[config.mk]
export PLATFORM = sky130hd
export DESIGN_NAME = fptw_seq
export DESIGN_NICKNAME = d
export VERILOG_FILES = /design/src/rtl/fptw_pkg.sv /design/src/rtl/fptw_seq.sv
export SDC_FILE = /design/constraint.sdc
export NUM_CORES = 1
export LEC_CHECK = 0
export BUFFER_PORTS_ARGS = -buffer_cell sky130_fd_sc_hd__buf_2
export CORE_MARGIN = 5
export CORE_UTILIZATION = 55
export CTS_CLUSTER_SIZE = 20
export DETAILED_ROUTE_END_ITERATION = 8
export PLACE_DENSITY = 0.88
export SETUP_SLACK_MARGIN = 0.4
export SLEW_MARGIN = 0
export SYNTH_ARGS = -nofsm -noshare
export SYNTH_HDL_FRONTEND = slang
export SYNTH_SLANG_ARGS = --single-unit
[constraint.sdc]
create_clock -name clk_i -period 4.11 [get_ports clk_i]
set_input_delay 0.411 -clock clk_i [delete_from_list [all_inputs] [get_ports clk_i]]
set_output_delay 0.411 -clock clk_i [all_outputs]
set_load 0.005 [all_outputs]
[src/rtl/fptw_pkg.sv]
package fptw_pkg;

  // field and register widths
  localparam int CFG_W   = 19;
  localparam int MAXT_W  = 5;
  localparam int FUNC_W  = 2;
  localparam int VA_W    = 48;
  localparam int PA_W    = 52;
  localparam int OFS_W   = 12;
  localparam int IDX_W   = 9;
  localparam int FRAME_W = PA_W - OFS_W;
  localparam int ROOT_W  = CFG_W - OFS_W;
  localparam int CIDX_W  = 2;

  // entry flag bits
  localparam int PRESENT_BIT  = 0;
  localparam int WRITABLE_BIT = 1;
  localparam logic [OFS_W-1:0] ENTRY_FLAGS =
      OFS_W'((1 << PRESENT_BIT) | (1 << WRITABLE_BIT));

  // configuration register indexes
  localparam logic [CIDX_W-1:0] CFG_ROOT = 2'd0;
  localparam logic [CIDX_W-1:0] CFG_POOL = 2'd1;
  localparam logic [CIDX_W-1:0] CFG_MAXT = 2'd2;

  typedef enum logic [FUNC_W-1:0] {
    FN_TRANSLATE = 2'd0,
    FN_MAP       = 2'd1,
    FN_UNMAP     = 2'd2
  } func_e;

  typedef enum logic [1:0] {
    ST_OK        = 2'd0,
    ST_NO_TABLE  = 2'd1,
    ST_NO_PAGE   = 2'd2,
    ST_EXHAUSTED = 2'd3
  } status_e;

  // datapath actions, one per control word
  typedef enum logic [3:0] {
    A_NOP,
    A_INIT,
    A_READ,
    A_ADVANCE,
    A_SET_ADDR,
    A_WRITE_ZERO,
    A_WRITE_LEAF,
    A_ALLOC,
    A_SET_EXH,
    A_SET_NT,
    A_SET_NP,
    A_FINISH
  } act_e;

  // jump conditions
  typedef enum logic [3:0] {
    C_NONE,
    C_ALWAYS,
    C_IS_MAP,
    C_IS_NOP,
    C_IS_UNMAP,
    C_NOT_PRESENT,
    C_UPPER_MORE,
    C_ENTRY_ZERO,
    C_EXHAUSTED
  } cond_e;

  typedef logic [4:0] step_t;

  typedef struct packed {
    act_e  act;
    cond_e cond;
    step_t target;
  } uword_t;

  // program addresses
  localparam step_t S_INIT      = 5'd0;
  localparam step_t S_DISP      = 5'd1;
  localparam step_t S_WK_RD     = 5'd2;
  localparam step_t S_WK_CHK    = 5'd3;
  localparam step_t S_WK_ADV    = 5'd4;
  localparam step_t S_LEAF_SEL  = 5'd5;
  localparam step_t S_LEAF_RD   = 5'd6;
  localparam step_t S_LEAF_CHK  = 5'd7;
  localparam step_t S_XLATE     = 5'd8;
  localparam step_t S_UNMAP_WR  = 5'd9;
  localparam step_t S_MAP_RD    = 5'd10;
  localparam step_t S_MAP_CHK   = 5'd11;
  localparam step_t S_MAP_ADV   = 5'd12;
  localparam step_t S_MAP_LEAF  = 5'd13;
  localparam step_t S_MAP_ROOM  = 5'd14;
  localparam step_t S_MAP_ALLOC = 5'd15;
  localparam step_t S_MAP_JMP   = 5'd16;
  localparam step_t S_FAIL_EX   = 5'd17;
  localparam step_t S_FAIL_NT   = 5'd18;
  localparam step_t S_FAIL_NP   = 5'd19;
  localparam step_t S_FIN       = 5'd20;

  // microcode rom: action, jump condition, jump target
  function automatic uword_t ucode(input step_t s);
    uword_t w;
    case (s)
      S_INIT:      w = '{A_INIT,       C_IS_MAP,      S_MAP_RD};
      S_DISP:      w = '{A_NOP,        C_IS_NOP,      S_FIN};
      S_WK_RD:     w = '{A_READ,       C_NONE,        S_INIT};
      S_WK_CHK:    w = '{A_NOP,        C_NOT_PRESENT, S_FAIL_NT};
      S_WK_ADV:    w = '{A_ADVANCE,    C_UPPER_MORE,  S_WK_RD};
      S_LEAF_SEL:  w = '{A_NOP,        C_IS_UNMAP,    S_UNMAP_WR};
      S_LEAF_RD:   w = '{A_READ,       C_NONE,        S_INIT};
      S_LEAF_CHK:  w = '{A_NOP,        C_NOT_PRESENT, S_FAIL_NP};
      S_XLATE:     w = '{A_SET_ADDR,   C_ALWAYS,      S_FIN};
      S_UNMAP_WR:  w = '{A_WRITE_ZERO, C_ALWAYS,      S_FIN};
      S_MAP_RD:    w = '{A_READ,       C_NONE,        S_INIT};
      S_MAP_CHK:   w = '{A_NOP,        C_ENTRY_ZERO,  S_MAP_ROOM};
      S_MAP_ADV:   w = '{A_ADVANCE,    C_UPPER_MORE,  S_MAP_RD};
      S_MAP_LEAF:  w = '{A_WRITE_LEAF, C_ALWAYS,      S_FIN};
      S_MAP_ROOM:  w = '{A_NOP,        C_EXHAUSTED,   S_FAIL_EX};
      S_MAP_ALLOC: w = '{A_ALLOC,      C_UPPER_MORE,  S_MAP_RD};
      S_MAP_JMP:   w = '{A_NOP,        C_ALWAYS,      S_MAP_LEAF};
      S_FAIL_EX:   w = '{A_SET_EXH,    C_ALWAYS,      S_FIN};
      S_FAIL_NT:   w = '{A_SET_NT,     C_ALWAYS,      S_FIN};
      S_FAIL_NP:   w = '{A_SET_NP,     C_ALWAYS,      S_FIN};
      S_FIN:       w = '{A_FINISH,     C_NONE,        S_INIT};
      default:     w = '{A_FINISH,     C_NONE,        S_INIT};
    endcase
    return w;
  endfunction

  // sequencer to datapath
  typedef struct packed {
    logic load;
    act_e act;
  } ctl_t;

  // datapath to sequencer
  typedef struct packed {
    logic clearing;
    logic out_free;
    logic is_map;
    logic is_unmap;
    logic is_nop;
    logic present;
    logic entry_zero;
    logic upper_more;
    logic exhausted;
  } dp_flags_t;

endpackage

[src/rtl/fptw_seq.sv]
module fptw_seq (
  input  logic                clk_i,
  input  logic                rst_ni,
  input  logic                in_valid_i,
  output logic                in_ready_o,
  input  fptw_pkg::dp_flags_t flags_i,
  output fptw_pkg::ctl_t      ctl_o
);
  import fptw_pkg::*;

  logic   busy_q, busy_d;
  step_t  step_q, step_d;
  uword_t uw;
  logic   jump;
  logic   hold;
  logic   accept;

  // control word of the current step
  assign uw = ucode(step_q);

  // handshake
  assign in_ready_o = !busy_q && !flags_i.clearing;
  assign accept     = in_valid_i && in_ready_o;
  assign hold       = (uw.act == A_FINISH) && !flags_i.out_free;

  // jump condition
  always_comb begin
    case (uw.cond)
      C_NONE:        jump = 1'b0;
      C_ALWAYS:      jump = 1'b1;
      C_IS_MAP:      jump = flags_i.is_map;
      C_IS_NOP:      jump = flags_i.is_nop;
      C_IS_UNMAP:    jump = flags_i.is_unmap;
      C_NOT_PRESENT: jump = !flags_i.present;
      C_UPPER_MORE:  jump = flags_i.upper_more;
      C_ENTRY_ZERO:  jump = flags_i.entry_zero;
      C_EXHAUSTED:   jump = flags_i.exhausted;
      default:       jump = 1'b0;
    endcase
  end

  // step counter and busy flag
  always_comb begin
    busy_d = busy_q;
    step_d = step_q;
    if (accept) begin
      busy_d = 1'b1;
      step_d = S_INIT;
    end else if (busy_q) begin
      if (uw.act == A_FINISH) begin
        if (!hold) begin
          busy_d = 1'b0;
        end
      end else if (jump) begin
        step_d = uw.target;
      end else begin
        step_d = step_t'(step_q + step_t'(1));
      end
    end
  end

  always_ff @(posedge clk_i or negedge rst_ni) begin
    if (!rst_ni) begin
      busy_q <= 1'b0;
      step_q <= S_INIT;
    end else begin
      busy_q <= busy_d;
      step_q <= step_d;
    end
  end

  // datapath control
  assign ctl_o.load = accept;
  assign ctl_o.act  = (busy_q && !hold) ? uw.act : A_NOP;

  a_step_in_program: assert property (@(posedge clk_i) disable iff (!rst_ni)
    busy_q |-> step_q <= S_FIN)
    else $error("step counter left the program");

  a_finish_holds: assert property (@(posedge clk_i) disable iff (!rst_ni)
    (busy_q && hold) |=> (busy_q && step_q == S_FIN))
    else $error("finish step dropped a result while output was full");

  a_start: assert property (@(posedge clk_i) disable iff (!rst_ni)
    accept |=> (busy_q && step_q == S_INIT))
    else $error("accepted word did not start the program");

endmodule

Word-level counts from Yosys, hierarchy flattened
Memories as Yosys holds them, arrays and structs flattened.
Cells that the tools add are included.
{ "totals": {"elab_cells": 35, "input_bits": 12, "out_inout_bits": 6, "n_memories": 1, "register_bits": 6, "romBits": 416} }
{ "op_classes": {"reduce_logical": 11, "n_eq_ne": 10, "n_addsub": 1, "muxes": 10} }
{ "mem_list": {"columns": ["memory", "words", "width", "rd", "rd_clocked_by_memory_dff", "write_ports", "line_no", "rtl"], "rows": [
  ["(no name shown)", 32, 13, 1, 0, 0, "fptw_pkg.sv:102", "case (s)"]
]} }
{ "ops": {"columns": ["op", "n"], "rows": [
  ["$mux 5", 4],
  ["$eq 4x3->1 const B", 4],
  ["$eq 4x2->1 const B", 2],
  ["$eq 4x4->1 const B", 2],
  ["$pmux 1 s8", 1],
  ["$add 5x1->5 const B", 1],
  ["$logic_not 1->1", 5],
  ["$eq 4x1->1 const B", 1],
  ["$logic_and 1x1->1", 4],
  ["$mux 1", 4],
  ["$mux 4", 1],
  ["$ne 2x2->1 const B", 1],
  ["$reduce_and 2->1", 1],
  ["$reduce_bool 2->1", 1]
]} }

Logic depth before layout (Yosys ltp)
Gate-level depths: netlist of run 1.
An unclocked memory read counts as a cell.
{ "logic_depth": {"word_depth": 7, "mapped_depth": 10, "depth_no_buf": 9} }

Least setup slack after synthesis of run 1
No wires, ideal clock.
{ "synth_timing": {"kind": "reg2reg", "start": "reg step_q[0]", "end": "reg step_q[3]", "path_slack_ps": 1558, "period_less_slack_ps": 2552, "stages_incl_launch_ff": 11, "required_ps": 3984, "path_buffers": 1, "arrival_time_ps": 2426, "setup_ps": 126, "cell_sequence": "dfrtp_1 buf_2 inv_1 ha_1 nand2_1 or3b_1 a22oi_1 a211oi_2 mux2_4 mux2i_1 a311o_1"} }
{ "synth_between": {"elab_chain_cells": 7, "elab_cells_between_ends": 18, "cone_classes": "add/sub: 1; eq/ne: 10; mux: 5; reduce/logical: 1; memory: 1"} }
{ "synth_rtl": {"columns": ["element", "line_no", "rtl"], "rows": [
  ["from (decl)", "fptw_seq.sv:12", "step_t step_q, step_d;"],
  ["from (signal assigned)", "fptw_seq.sv:68", "step_q <= step_d;"],
  ["$mem_v2 32x13", null, null],
  ["$eq 4x4->1 (tied with other cells)", "fptw_seq.sv:28", "case (uw.cond)"],
  ["$pmux 1 s8", "fptw_seq.sv:28", null],
  ["$mux 5", "fptw_seq.sv:54", "end else if (jump) begin"],
  ["$mux 5", "fptw_seq.sv:50", "if (uw.act == A_FINISH) begin"],
  ["$mux 5", "fptw_seq.sv:49", "end else if (busy_q) begin"],
  ["$mux 5", "fptw_seq.sv:46", "if (accept) begin"]
]} }
Parallel ways exist; a longest one is shown, timed or not. The select of a mux whose other input is x is not followed.
A chain may end at the register's enable or synchronous reset.

==> results by group, run 1 <==
Floorplanning
  – Rows: 15
  – DIE WIDTH: 51.5 µm
  – Top-Level Pins: 18
  – Die height: 51.5 µm
  – Core area: 0.00169 mm²
  – Starting Density: 56.1%
  – Die Area: 0.00265 mm²

Final layout
  – Final net count: 165
  – Layout area overhead: 8.19%
  – Antenna diodes: 0
  – Most common cell after layout, fill and taps aside: buf_2
  – Final Instance Area: 0.00102 mm²
  – Commonest cells after routing, fill and taps aside: buf_2 (17), nand2_1 (15), nor2_1 (12)
  – Fill cells: 164
  – Layout cell share with drive strength beyond 1: 19.3%

STA
  – Fin. Hold Viols: 0
  – Max-slew violation count: 0
  – Layout Skew: 0.00719 ns
  – Final setup viols: 0
  – Fin crit share: 72.2%
  – Setup TNS: 0 ns
  – Upper clock frequency limit: 337 MHz
  – Worst rel slew slack: 45.6%
  – Period minus WS final: 2.97 ns
  – RSZ-0062 raised after global routing: no
  – Slew of the pin with the lowest slew margin: 0.815 ns

Placement
  – Hpwl dp: 1950 µm
  – Port buffer count: 17
  – Area after DPL: 992 µm²
  – Global placer's final weighted congestion: 0.963

Routing
  – DRT Pass-1 Iters: 4
  – Routed length per instance: 16.1 µm
  – Via Count: 1047
  – DRT iter0 DRCs: 57
  – DRC: 0
  – Routed WL: 2610 µm
  – Mean number of vias per cell: 6.46
  – Antenna Nets Post-Route: 0

Pwr
  – Internal: 0.000410 W
  – Net Sw Power: 0.000494 W
  – Clock power frac: 6.1%
  – LEAKAGE: 0.466 nW
  – Sequential Power Share: 21.6%
  – VDD IR max: 0.000586 V
  – Sw frac: 54.6%
  – Combinational Power Share: 72.3%
  – Pwr/cell area: 883 mW/mm²

Logic synthesis
  – Number of synthesized register bits: 6
  – Yosys cell types: 41
  – Post-synth ARST share: 100%
  – Synth warn: 0
  – Gate Count Post-Synth: 135
  – Post-synth EDFFs: 0
  – Mapped cell area: 947 µm²
  – Synthesized Nets: 153
  – Post-Syn Area per Cell: 7.02 µm²
  – Most used DFF post-synth: dfrtp_1
  – Seq/Total Area, Yosys: 15.9%

Worst setup path
  – CP Capture Point: ctl_o[3]
  – Critical path class: register to output port
  – Req. time, crit path: 3.70 ns
  – Setup crit end kind: output port
  – Reg2reg start: step_q[0]
  – CP arrival: 2.56 ns
  – Reg2reg setup slack: 1.29 ns
  – Crit. Startpoint: step_q[2]
  – R2R depth: 9
  – CP Launch Type: register
  – Max FO, Critical Path: 26
  – Capturing point of the worst reg2reg path: step_q[3]

Clocking
  – CTS tree: built
  – TritonCTS Buffers: 3
  – Clk sinks: 6
  – Max Buffers Root-to-Sink: 2
  – Worst-Skew Late Latency: 0.25 ns
  – Post-CTS Resized: 0
  – CTS clk-pin slew, worst paths: 0.05 ns
  – Root Driver: clkbuf_4
  – # H-tree levels: 1

Global route
  – Global-route wire length before repair: 4260 µm
  – Global Route Usage Sum: 21.1%
  – Remaining global-route overflow: 0
  – Vias in the first global route: 1008
  – Largest net degree at the start of global routing: 28
  – Number of antenna violations at the first check in global routing: 0

Status
  – Outcome: finished clean

Run
  – Max-Cap Viols: 0

Min path
  – Hold crit path type: input pin to async pin
[cell usage after synthesis (all sizes together), types with 2 or more instances]
cell / n / area [µm²]
nand2b: 6 / 40.0
o21ai: 10 / 50.1
mux2i: 5 / 50.1
a21o: 2 / 15.0
mux2: 2 / 26.3
o31ai: 2 / 15.0
ha: 6 / 75.1
nand4: 2 / 12.5
nand2: 15 / 56.3
a211o: 3 / 26.3
a211oi: 5 / 42.5
a21oi: 9 / 45.0
nand3: 8 / 40.0
nor3: 2 / 10.0
clkbuf: 3 / 11.3
buf: 8 / 50.0
or2: 4 / 27.5
inv: 8 / 30.0
o211ai: 3 / 22.5
nor2: 12 / 45.0
a31oi: 2 / 12.5
dfrtp: 6 / 150
[what timing repair did]
action | in CTS | in global routing
setup buffers | 0 | 0
hold endpoints to repair | 6 | 0
hold buffers | 1 | 0
[routing by layer]
metal,vias to the layer above,wire [µm],track usage [%]
li1,505,-,-
met1,477,1090,22.9
met4,0,75,11.4
met5,-,0,0
met2,53,1250,37.5
met3,12,189,4.87
[kinds of logic (layout without fill, tap and decap cells)]
family | count (synthesis) | count (layout) | share of synthesized area [%]
adders and majority gates | 6 | 6 | 7.93
buffers and inverters | 19 | 29 | 9.64
DFF | 6 | 6 | 15.9
AOI/OAI and AO/OA | 42 | 42 | 29.3
muxes | 7 | 7 | 8.06
and+or+nand+nor | 55 | 55 | 29.2
[stage by stage]
| stage | hold slack [ns] | cells | setup slack, ns | util, % | total power [W] |
|---|---|---|---|---|---|
| after floorplan | 0.115 | 135 | 1.56 | - | 0.000694 |
| after global placement | 0.240 | 158 | 1.43 | 58.7 | 0.000797 |
| after detailed placement | 0.240 | 158 | 1.32 | 58.7 | 0.000832 |
| after CTS | 0.511 | 162 | 1.16 | 60.7 | 0.000890 |
| after global routing | 0.521 | 162 | 0.845 | 60.7 | 0.000989 |
| final | 0.511 | 162 | 1.14 | 60.7 | 0.000905 |
[power groups by stage]
stage	Sequential [W]	Combinational (W)	Clock [W]
final	0.000196	0.000654	0.0000548
after global routing	0.000206	0.000722	0.0000605
after CTS	0.000191	0.000642	0.0000569
after detailed placement	0.000192	0.000639	0
after global placement	0.000189	0.000608	0
after floorplan	0.000103	0.000591	0
[cell type report]
class                   instances  area (µm²)  area share [%]
multi-input cells             110         706            68.9
well taps                      17        21.3            2.08
flip-flops and latches          6         150            14.7
repair buffers                 18        95.1            9.28
inverters                       8        30.0            2.93
clock buffers                   3        22.5            2.20
[worst min path at each step]
stage	from	endpoint	slack [ns]
after global placement	rst_ni	step_q[1]	0.24
final	rst_ni	step_q[3]	0.51
after global routing	flags_i[7]	busy_q	0.52
after floorplan	rst_ni	busy_q	0.12
after detailed placement	rst_ni	step_q[0]	0.24
after CTS	rst_ni	step_q[0]	0.51
[critical path, cell delays in order, from the launching register on]
cell and delay [ns]:
dfrtp_1 0.83, inv_1 0.26, ha_1 0.29, a21oi_1 0.10, o21ai_0 0.13, o21ai_0 0.45
nor3b_1 0.10, buf_2 0.15
[sequential cells by signal, indices dropped and copies added, names as in the netlist]
name and count:
busy_q 1, step_q 5
(Power assumes the default switching activity.)
==> run 2: changes to the inputs <==
--- a/config.mk
+++ b/config.mk
@@ -7,10 +7,10 @@
 export LEC_CHECK = 0
 export BUFFER_PORTS_ARGS = -buffer_cell sky130_fd_sc_hd__buf_2
 export CORE_MARGIN = 5
-export CORE_UTILIZATION = 55
+export CORE_UTILIZATION = 49
 export CTS_CLUSTER_SIZE = 20
 export DETAILED_ROUTE_END_ITERATION = 8
-export PLACE_DENSITY = 0.88
+export PLACE_DENSITY = 0.84
 export SETUP_SLACK_MARGIN = 0.4
 export SLEW_MARGIN = 0
 export SYNTH_ARGS = -nofsm -noshare
==> constraint.sdc (replaced) <==
create_clock -name clk_i -period 2.7 [get_ports clk_i]
set_input_delay 0.27 -clock clk_i [delete_from_list [all_inputs] [get_ports clk_i]]
set_output_delay 0.27 -clock clk_i [all_outputs]
set_load 0.005 [all_outputs]
==> results by group, run 2 (synthesized netlist as in run 1, its figures left out) <==
Status
  – Outcome: finished clean

Worst setup path
  – CP Launch Type: register
  – Capturing point of the worst reg2reg path: step_q[3]
  – Critical path class: register to register
  – Req. time, crit path: 2.83 ns
  – CP arrival: 2.51 ns
  – Reg2reg setup slack: 0.32 ns
  – Setup crit end kind: register
  – Max incr delay on CP: 0.43 ns
  – CP max-delay cell: dfrtp_2
  – Crit. Startpoint: step_q[0]
  – Reg2reg start: step_q[0]
  – R2R depth: 9
  – Worst path cell trace: inv_4, ha_4, nand2_4, or3b_4, a21boi_2, a211oi_2, mux2_4, mux2i_1, a311o_1
  – CP Capture Point: step_q[3]
  – Max FO, Critical Path: 5

Routing
  – Mean number of vias per cell: 6.10
  – Metal3 WL: 241 µm
  – DR top layer: met4
  – Via Count: 1201
  – Routed wl met2: 1590 µm
  – DRC: 0
  – Routed length per instance: 17.0 µm
  – Routed WL: 3340 µm
  – DRT iter0 DRCs: 32
  – Met1 Wirelength: 1360 µm
  – Antenna Nets Post-Route: 0
  – DRT Pass-1 Iters: 4

Final layout
  – Register bank with the most flops: step_q
  – Max FFs per register: 5
  – Fin cells: 197
  – Layout area overhead: 38.3%
  – Most common cell after layout, fill and taps aside: buf_4
  – Antenna diodes: 0
  – Largest registers: step_q x5, busy_q x1
  – Final net count: 190
  – Commonest cells after routing, fill and taps aside: buf_4 (24), buf_2 (17), nand2_1 (14)
  – Layout cell share with drive strength beyond 1: 43.5%

STA
  – Max-slew violation count: 0
  – Fin. Hold Viols: 0
  – RSZ-0062 raised after global routing: yes
  – Setup TNS: 0 ns
  – Setup slack after layout: 0.320 ns
  – Fin crit share: 88.2%
  – Layout Skew: 0.00516 ns
  – Worst rel slew slack: 69.8%
  – Period minus WS final: 2.38 ns
  – Final setup viols: 0
  – Slew of the pin with the lowest slew margin: 0.450 ns
  – Upper clock frequency limit: 420 MHz

Placement
  – Dpl cells: 177
  – Global placer's final weighted congestion: 0.990
  – Hpwl dp: 2070 µm
  – Post-place setup slack: 0.193 ns
  – Port buffer count: 17

Global route
  – Global Route Usage Sum: 24.9%
  – Vias in the first global route: 1125
  – Largest net degree at the start of global routing: 19
  – Number of antenna violations at the first check in global routing: 0
  – Remaining global-route overflow: 0
  – Global-route wire length before repair: 5300 µm

Clocking
  – CTS tree: built
  – TritonCTS Buffers: 3
  – Clk sinks: 6
  – # H-tree levels: 1
  – CTS clk-pin slew, worst paths: 0.05 ns
  – Root Driver: clkbuf_4
  – Worst-Skew Late Latency: 0.24 ns
  – Max Buffers Root-to-Sink: 2

Floorplanning
  – Core area: 0.00190 mm²
  – DIE WIDTH: 54.0 µm
  – Top-Level Pins: 18
  – Die height: 54.0 µm
  – Starting Density: 49.8%
  – Rows: 16
  – Die Area: 0.00291 mm²

Pwr
  – Pwr/cell area: 1420 mW/mm²
  – LEAKAGE: 0.590 nW
  – VDD IR max: 0.000717 V

Min path
  – Hold crit path type: input pin to register

Run
  – Max-Cap Viols: 0
## run 2: changes by cell type in the layout (fill, tap and decap cells not counted), sizes merged
cell	before	now
buf	17	41
mux2	2	3
## run 2: metrics by stage
step	cell area, µm²	hold slack (ns)	utilization (%)	power [W]
floorplan	987	-0.0256	-	0.00112
global placement	1100	0.100	57.8	0.00136
detailed placement	1100	0.104	57.8	0.00141
CTS	1230	0.329	64.7	0.00165
global route	1310	0.360	68.9	0.00200
finish	1310	0.332	68.9	0.00186
## run 2: worst min path at each step
stage | start | endpoint | slack [ns] | cells past startpoint
after floorplan | rst_ni | busy_q | -0.03 | 0
after global placement | rst_ni | step_q[2] | 0.10 | 1
after detailed placement | rst_ni | step_q[2] | 0.10 | 1
after CTS | flags_i[7] | busy_q | 0.33 | 4
after global routing | flags_i[7] | busy_q | 0.36 | 4
final | flags_i[7] | busy_q | 0.33 | 4
## run 2: cell type report
class	count	area (µm²)
multi-input cells	111	788
fillers	154	592
repair buffers	42	275
flip-flops and latches	6	155
inverters	8	35.0
well taps	27	33.8
clock buffers	3	22.5
## run 2: where the power goes
group / switching, W / internal (W) / total (W)
logic: 0.000835 / 0.000731 / 0.00157
clock network: 0.0000322 / 0.0000503 / 0.0000825
registers: 0.0000728 / 0.000141 / 0.000214
## run 2: what timing repair did
action                                 in CTS  in global routing
setup endpoints to repair                   9                  9
cloned                                      1                  0
hold buffers                                1                  0
gates resized for setup                     9                 11
pin swaps                                   3                  4
endpoints found under the hold margin       6                  0
setup buffers                               8                  7
## run 2: critical path, delay by kind of cell, from the launching register on
family / cells / cell delay [ns]
muxes: 2 / 0.35
and+or+nand+nor: 2 / 0.45
AOI/OAI and AO/OA: 3 / 0.72
buffers and inverters: 1 / 0.09
DFF: 1 / 0.43
adders and majority gates: 1 / 0.21
## run 2: layer usage
metal	GRT usage, %	vias to the layer above
met5	0	-
met3	3.88	17
li1	-	566
met4	15.7	0
met2	40.9	68
met1	29.9	550
